--- src/rgbhsv_pkg.sv ---
package rgbhsv_pkg;

    localparam int unsigned CH_W       = 8;
    localparam int unsigned SAT_QW     = 8;
    localparam int unsigned HUE_QW     = 5;
    localparam int unsigned HUE_NUM_W  = 13;
    localparam int unsigned DIV_STAGES = SAT_QW;
    localparam int unsigned HUE_FIRST  = SAT_QW - HUE_QW;

    // hue sector, picked by the largest channel
    localparam logic [1:0] SEC_RED   = 2'd0;
    localparam logic [1:0] SEC_GREEN = 2'd1;
    localparam logic [1:0] SEC_BLUE  = 2'd2;

    localparam logic [7:0] HUE_WRAP       = 8'd180;
    localparam logic [7:0] HUE_GREEN_BASE = 8'd60;
    localparam logic [7:0] HUE_BLUE_BASE  = 8'd120;

    typedef struct packed {
        logic [CH_W-1:0]   mx;
        logic [CH_W-1:0]   delta;
        logic [1:0]        sector;
        logic              neg;
        logic [CH_W-1:0]   sat_num;
        logic [CH_W-1:0]   sat_rem;
        logic [SAT_QW-1:0] sat_quo;
        logic [HUE_QW-1:0] hue_num;
        logic [CH_W-1:0]   hue_rem;
        logic [HUE_QW-1:0] hue_quo;
    } div_t;

endpackage

--- src/rgb_to_hsv_pixel.sv ---
// Converts one 8-bit blue/green/red pixel to hue (0..179, two-degree units),
// saturation and brightness (0..255). A pixel is taken on every clock where
// start is high; busy stays low, so a stream can enter at one pixel per clock.
// Each result appears on hue/saturation/brightness for one cycle with done
// high, in input order, after the capture, extremes and numerator registers,
// the 8-stage division pipeline (one saturation quotient bit per stage) that
// forms 255*delta/max and 30*diff/delta side by side, and the output register;
// the receiver must take every beat as it comes.
module rgb_to_hsv_pixel (
    input  logic       clk,
    input  logic       rst_n,
    input  logic       start,
    output logic       busy,
    input  logic [7:0] blue,
    input  logic [7:0] green,
    input  logic [7:0] red,
    output logic       done,
    output logic [7:0] hue,
    output logic [7:0] saturation,
    output logic [7:0] brightness
);
    import rgbhsv_pkg::*;

    // stage 1: capture the pixel
    logic            in_vld_reg;
    logic [CH_W-1:0] b_reg, g_reg, r_reg;

    // stage 2: extremes, sector and signed difference
    logic            ext_vld_reg;
    logic [CH_W-1:0] mx_next, mn_next, mx_reg, delta_reg;
    logic [1:0]      sector_next, sector_reg;
    logic [CH_W:0]   diff_next;
    logic            neg_reg;
    logic [CH_W-1:0] abs_next, abs_reg;

    // stage 3: numerators into the divider
    logic             num_vld_reg;
    div_t             num_next, num_reg;
    logic [15:0]      sat_full;
    logic [HUE_NUM_W-1:0] hue_full;

    // divider output and final stage
    logic             div_vld;
    div_t             div_data;
    logic [7:0]       hue_next, sat_next;
    logic [7:0]       hue_fwd;
    logic [7:0]       hue_back;
    logic             done_reg;
    logic [7:0]       hue_reg, sat_reg, bright_reg;

    assign busy = 1'b0;

    always_comb
    begin
        mx_next = r_reg;
        if (g_reg > mx_next) mx_next = g_reg;
        if (b_reg > mx_next) mx_next = b_reg;
        mn_next = r_reg;
        if (g_reg < mn_next) mn_next = g_reg;
        if (b_reg < mn_next) mn_next = b_reg;

        // ties go to red, then green
        if (mx_next == r_reg)
        begin
            sector_next = SEC_RED;
            diff_next   = {1'b0, g_reg} - {1'b0, b_reg};
        end
        else if (mx_next == g_reg)
        begin
            sector_next = SEC_GREEN;
            diff_next   = {1'b0, b_reg} - {1'b0, r_reg};
        end
        else
        begin
            sector_next = SEC_BLUE;
            diff_next   = {1'b0, r_reg} - {1'b0, g_reg};
        end
        abs_next = diff_next[CH_W] ? CH_W'(-diff_next) : diff_next[CH_W-1:0];
    end

    always_comb
    begin
        sat_full = {delta_reg, 8'd0} - {8'd0, delta_reg};
        hue_full = {abs_reg, 5'd0} - {4'd0, abs_reg, 1'b0};

        num_next         = '0;
        num_next.mx      = mx_reg;
        num_next.delta   = delta_reg;
        num_next.sector  = sector_reg;
        num_next.neg     = neg_reg;
        num_next.sat_rem = sat_full[15:8];
        num_next.sat_num = sat_full[7:0];
        num_next.hue_rem = hue_full[HUE_NUM_W-1:HUE_QW];
        num_next.hue_num = hue_full[HUE_QW-1:0];
    end

    rgbhsv_div u_div (
        .clk      (clk),
        .rst_n    (rst_n),
        .in_vld   (num_vld_reg),
        .in_data  (num_reg),
        .out_vld  (div_vld),
        .out_data (div_data)
    );

    always_comb
    begin
        hue_fwd  = {3'd0, div_data.hue_quo};
        // floor of a negative quotient: step down once more on a remainder
        hue_back = hue_fwd + {7'd0, (div_data.hue_rem != '0)};
        case (div_data.sector)
            SEC_RED:
                hue_next = div_data.neg ? 8'(HUE_WRAP - hue_back) : hue_fwd;
            SEC_GREEN:
                hue_next = div_data.neg ? 8'(HUE_GREEN_BASE - hue_back)
                                        : 8'(HUE_GREEN_BASE + hue_fwd);
            SEC_BLUE:
                hue_next = div_data.neg ? 8'(HUE_BLUE_BASE - hue_back)
                                        : 8'(HUE_BLUE_BASE + hue_fwd);
            default:
                hue_next = '0;
        endcase
        if (div_data.delta == '0)
            hue_next = '0;

        sat_next = (div_data.mx == '0) ? 8'd0 : div_data.sat_quo;
    end

    always_ff @(posedge clk or negedge rst_n)
    begin
        if (!rst_n)
        begin
            in_vld_reg  <= 1'b0;
            ext_vld_reg <= 1'b0;
            num_vld_reg <= 1'b0;
            done_reg    <= 1'b0;
        end
        else
        begin
            in_vld_reg  <= start;
            ext_vld_reg <= in_vld_reg;
            num_vld_reg <= ext_vld_reg;
            done_reg    <= div_vld;
        end
    end

    always_ff @(posedge clk)
    begin
        b_reg      <= blue;
        g_reg      <= green;
        r_reg      <= red;
        mx_reg     <= mx_next;
        delta_reg  <= mx_next - mn_next;
        sector_reg <= sector_next;
        neg_reg    <= diff_next[CH_W];
        abs_reg    <= abs_next;
        num_reg    <= num_next;
        hue_reg    <= hue_next;
        sat_reg    <= sat_next;
        bright_reg <= div_data.mx;
    end

    assign done       = done_reg;
    assign hue        = hue_reg;
    assign saturation = sat_reg;
    assign brightness = bright_reg;

`ifndef SYNTHESIS
    a_latency: assert property (@(posedge clk) disable iff (!rst_n)
        done |-> $past(start, 12))
        else $error("result beat without a pixel taken 12 cycles earlier");

    a_hue_range: assert property (@(posedge clk) disable iff (!rst_n)
        done |-> hue < HUE_WRAP)
        else $error("hue out of range");

    a_black: assert property (@(posedge clk) disable iff (!rst_n)
        done && brightness == 8'd0 |-> saturation == 8'd0 && hue == 8'd0)
        else $error("black pixel gave nonzero hue or saturation");
`endif

endmodule

--- src/rgbhsv_div.sv ---
module rgbhsv_div (
    input  logic               clk,
    input  logic               rst_n,
    input  logic               in_vld,
    input  rgbhsv_pkg::div_t   in_data,
    output logic               out_vld,
    output rgbhsv_pkg::div_t   out_data
);
    import rgbhsv_pkg::*;

    div_t                  stage_in   [DIV_STAGES];
    div_t                  stage_next [DIV_STAGES];
    div_t                  stage_reg  [DIV_STAGES];
    logic [DIV_STAGES-1:0] vld_reg;
    logic [DIV_STAGES-1:0] vld_next;

    assign stage_in[0] = in_data;
    assign vld_next    = {vld_reg[DIV_STAGES-2:0], in_vld};

    genvar k;
    generate
        for (k = 1; k < DIV_STAGES; k++)
        begin : g_link
            assign stage_in[k] = stage_reg[k-1];
        end

        for (k = 0; k < DIV_STAGES; k++)
        begin : g_stage
            logic [CH_W:0]     sat_try;
            logic              sat_ge;
            logic [CH_W-1:0]   hue_rem_n;
            logic [HUE_QW-1:0] hue_quo_n;

            // one restoring step: bring down the next numerator bit, subtract if it fits
            assign sat_try = {stage_in[k].sat_rem, stage_in[k].sat_num[SAT_QW-1-k]};
            assign sat_ge  = sat_try >= {1'b0, stage_in[k].mx};

            if (k >= HUE_FIRST)
            begin : g_hue
                logic [CH_W:0] hue_try;
                logic          hue_ge;

                assign hue_try = {stage_in[k].hue_rem,
                                  stage_in[k].hue_num[HUE_QW-1-(k-HUE_FIRST)]};
                assign hue_ge  = hue_try >= {1'b0, stage_in[k].delta};
                assign hue_rem_n = hue_ge ? CH_W'(hue_try - {1'b0, stage_in[k].delta})
                                          : hue_try[CH_W-1:0];
                always_comb
                begin
                    hue_quo_n = stage_in[k].hue_quo;
                    hue_quo_n[HUE_QW-1-(k-HUE_FIRST)] = hue_ge;
                end
            end
            else
            begin : g_nohue
                assign hue_rem_n = stage_in[k].hue_rem;
                assign hue_quo_n = stage_in[k].hue_quo;
            end

            always_comb
            begin
                stage_next[k] = stage_in[k];
                stage_next[k].sat_rem = sat_ge ? CH_W'(sat_try - {1'b0, stage_in[k].mx})
                                               : sat_try[CH_W-1:0];
                stage_next[k].sat_quo[SAT_QW-1-k] = sat_ge;
                stage_next[k].hue_rem = hue_rem_n;
                stage_next[k].hue_quo = hue_quo_n;
            end

            always_ff @(posedge clk)
            begin
                stage_reg[k] <= stage_next[k];
            end
        end
    endgenerate

    always_ff @(posedge clk or negedge rst_n)
    begin
        if (!rst_n)
        begin
            vld_reg <= '0;
        end
        else
        begin
            vld_reg <= vld_next;
        end
    end

    assign out_vld  = vld_reg[DIV_STAGES-1];
    assign out_data = stage_reg[DIV_STAGES-1];

endmodule
--- config.mk ---
export PLATFORM = sky130hd
export DESIGN_NAME = rgb_to_hsv_pixel
export DESIGN_NICKNAME = d
export VERILOG_FILES = /design/src/rgbhsv_pkg.sv /design/src/rgb_to_hsv_pixel.sv /design/src/rgbhsv_div.sv
export SDC_FILE = /design/constraint.sdc
export NUM_CORES = 1
export LEC_CHECK = 0
export ABC_AREA = 1
export BUFFER_PORTS_ARGS = -buffer_cell sky130_fd_sc_hd__clkbuf_2
export CORE_UTILIZATION = 60
export CTS_CLUSTER_DIAMETER = 100
export DETAILED_ROUTE_END_ITERATION = 16
export PLACE_DENSITY = 0.87
export SLEW_MARGIN = 20
export SYNTH_ARGS = -nofsm -noshare
export SYNTH_HDL_FRONTEND = slang
export SYNTH_SLANG_ARGS = --single-unit
--- constraint.sdc ---
create_clock -name clk -period 6.25 [get_ports clk]
set_clock_uncertainty 0.1 [all_clocks]
set_input_delay 0.625 -clock clk [delete_from_list [all_inputs] [get_ports clk]]
set_output_delay 0.625 -clock clk [all_outputs]
set_load 0.02 [all_outputs]
==> impl_metrics.tcl <==
set metrics [dict create \
    slew_viol_final 0 \
    syn-num-nets 2235 \
    cts_tree "built" \
    synth_area_um2 18800 \
    ff_latch_area_um2 9970 \
    cp-start-kind "register" \
    drt_iter0_drc 745 \
    n_antenna_cell 0 \
    r2r_slack_ns 0.55 \
    yosysTopAreaCell "dfxtp_1" \
    syn_area_per_cell_um2 9.27 \
    fmax_ghz 0.176 \
    die-area_um2 32000 \
    vias_per_cell 5.26 \
    wl_per_cell_um 15.6 \
    ys_seq_area_share_pct 53.0 \
    dp_slack_ns 0.647 \
    place.gp.congestion 0.933 \
    critPathMostFrequentCell "nand2_1" \
    synth.area.top_cells "dfxtp_1 (51%), ha_1 (11%), inv_1 (6.0%)" \
    cp_data_required_time_ns 6.59 \
    die_h_um 179 \
    postLayoutCellArea_um2 21100 \
    min_from "blue[2]" \
    track_usage_pct 25.4 \
    antenna_left 0 \
    dp.cells 2453 \
    min_path_cells 1 \
    arrival_ns 6.04 \
    hp-class "input pin to register" \
    yosysUniqueCellTypes 45 \
    slowest_stage "dfxtp_1" \
    path_delay_family "simple AND/OR/NAND/NOR gates" \
    remaining_drc_errors 0 \
    leakagePower_nw 10.3 \
    yosysTopAreaCellShare_pct 51.4 \
    antenna_found_initial 0 \
    dp_hpwl_mm 28.0 \
    grt_max_degree 18 \
    wirelength_mm 39.8 \
    tns_ns 0 \
    worst_path_largest_cell_delay_ns 0.40 \
    holdPathEnd "b_reg[2]" \
    synth_cells 2027 \
    mostFrequentLayoutCells "dfxtp_1 (483), inv_1 (301), nor2_1 (230)" \
    cts_buffers 46 \
    fp.dieW_um 179 \
    fin_cells 2541 \
    root_buffer "clkbuf_16" \
    max_slew_margin_pct 55.5 \
    place_area_um2 19500 \
    dr.pass1.iters 7 \
    multi_input_area_um2 7570 \
    core_um2 30700 \
    powerDensity_nw_per_um2 638 \
    grt_pass1_wl_mm 64.0 \
    rsz0062_at_grt "false" \
    reg2reg_to "abs_reg[4]" \
    max-clock-path-buffers 3 \
    p_total_mw 13.5 \
    cp-end-kind "register" \
    fillers 2180 \
    grt.overflow.total 0 \
    final_common_cell "dfxtp_1" \
    max_slew.worst_pin.slew_ns 0.665 \
    drive_gt1_share_pct 7.74 \
    cp_max_fo 16 \
    clkLatencyLatePin_ns 0.58 \
    peakVddDrop_v 0.000343 \
    synth_seq_cells 495 \
    dr_total_vias 13400 \
    area_growth_pct 12.4 \
    setup_violations 0 \
    path_class "register to register" \
    final_net_count 2316 \
    setup_slack_ns 0.555 \
    ff2ff_path_depth 29 \
    io_pins 53 \
    fin_crit_ns 5.70 \
    largest_register_ffs 362 \
    cap_violations 0 \
    clk_pin_slew_ns 0.06 \
    post_cts_buffers 0 \
    grt_pass1_vias 13600 \
    port-buffer-count 51 \
    num_rows 64 \
    start_util_pct 61.3 \
    htree_levels 2 \
    outcome "complete, no violations" \
    yosysWarnings 0 \
    hold_viol 0 \
    post-route-period-util_pct 91.1 \
    cts_sinks 495 \
    cp_num_buf_inv 3 \
    worstReg2RegStart "g_reg[6]" \
]
## cell type report
class,instances,share of cell area [%]
Sequential cell,495,47.2
Clock buffer,61,6.14
Clock inverter,24,1.69
Multi-Input combinational cell,1204,35.8
Timing Repair Buffer,57,1.43
Tap cell,396,2.34
Inverter,304,5.40
## where the power goes
group,internal (mW),total (mW),switching (mW)
Combinational,2.10,5.34,3.25
Clock,1.74,2.96,1.22
Sequential,4.52,5.18,0.657
## synthesized netlist by cell type (all sizes together)
master   instances
a211o            1
a211oi          15
a21boi           3
a21o             4
a21oi          159
a221oi           1
a311oi           4
a31oi            2
and2             2
and3             1
buf              5
clkbuf          19
conb             1
dfrtp           12
dfxtp          483
fa              16
ha             165
inv            304
nand2          232
nand3           76
nand3b           4
nand4           22
nor2           234
nor3            20
nor4            10
o2111ai          1
o211ai           4
o21ai           99
o21bai           5
o22ai            3
o311ai           1
o31ai            2
o41ai            1
or2              6
or3              5
xnor2           31
xor2            74
## stage by stage
| stage | utilization (%) | hold slack (ns) |
|---|---|---|
| 2_1_floorplan | - | 0.210 |
| 3_3_place_gp | 63.4 | 0.210 |
| 3_5_place_dp | 63.4 | 0.212 |
| 4_1_cts | 68.9 | 0.0338 |
| 5_1_grt | 68.9 | 0.0387 |
| 6_report | 68.9 | 0.0546 |
## per-layer routing
metal / track usage (%) / vias to the layer above / routed length, um
met2: 49.7 / 381 / 21100
met3: 3.75 / 131 / 1660
met4: 12.5 / 0 / 1840
met1: 25.9 / 6164 / 15200
li1: - / 6691 / -
met5: 0 / - / 0
## kinds of logic after synthesis
family / after synthesis / synth area share (%)
compound gates: 305 / 8.79
xor+xnor: 105 / 4.89
fa+ha+maj: 181 / 12.7
buf+inv: 328 / 6.68
flops: 495 / 53.0
other cells: 1 / 0.0199
simple gates: 612 / 13.9
## repair_timing
| item | CTS | global route |
|---|---|---|
| hold endpoints to repair | 12 | 0 |
| hold buffers | 1 | 0 |
| gates resized for setup | 0 | 0 |
## how the worst max path moves through the flow
stage | from | end | cells past startpoint
CTS | g_reg[6] | abs_reg[4] | 29
global placement | g_reg[2] | abs_reg[4] | 31
detailed placement | g_reg[6] | abs_reg[4] | 29
floorplan | g_reg[6] | delta_reg[7] | 27
global route | g_reg[6] | abs_reg[6] | 30
finish | g_reg[6] | abs_reg[4] | 29
Power figures use the tool's default switching activity.
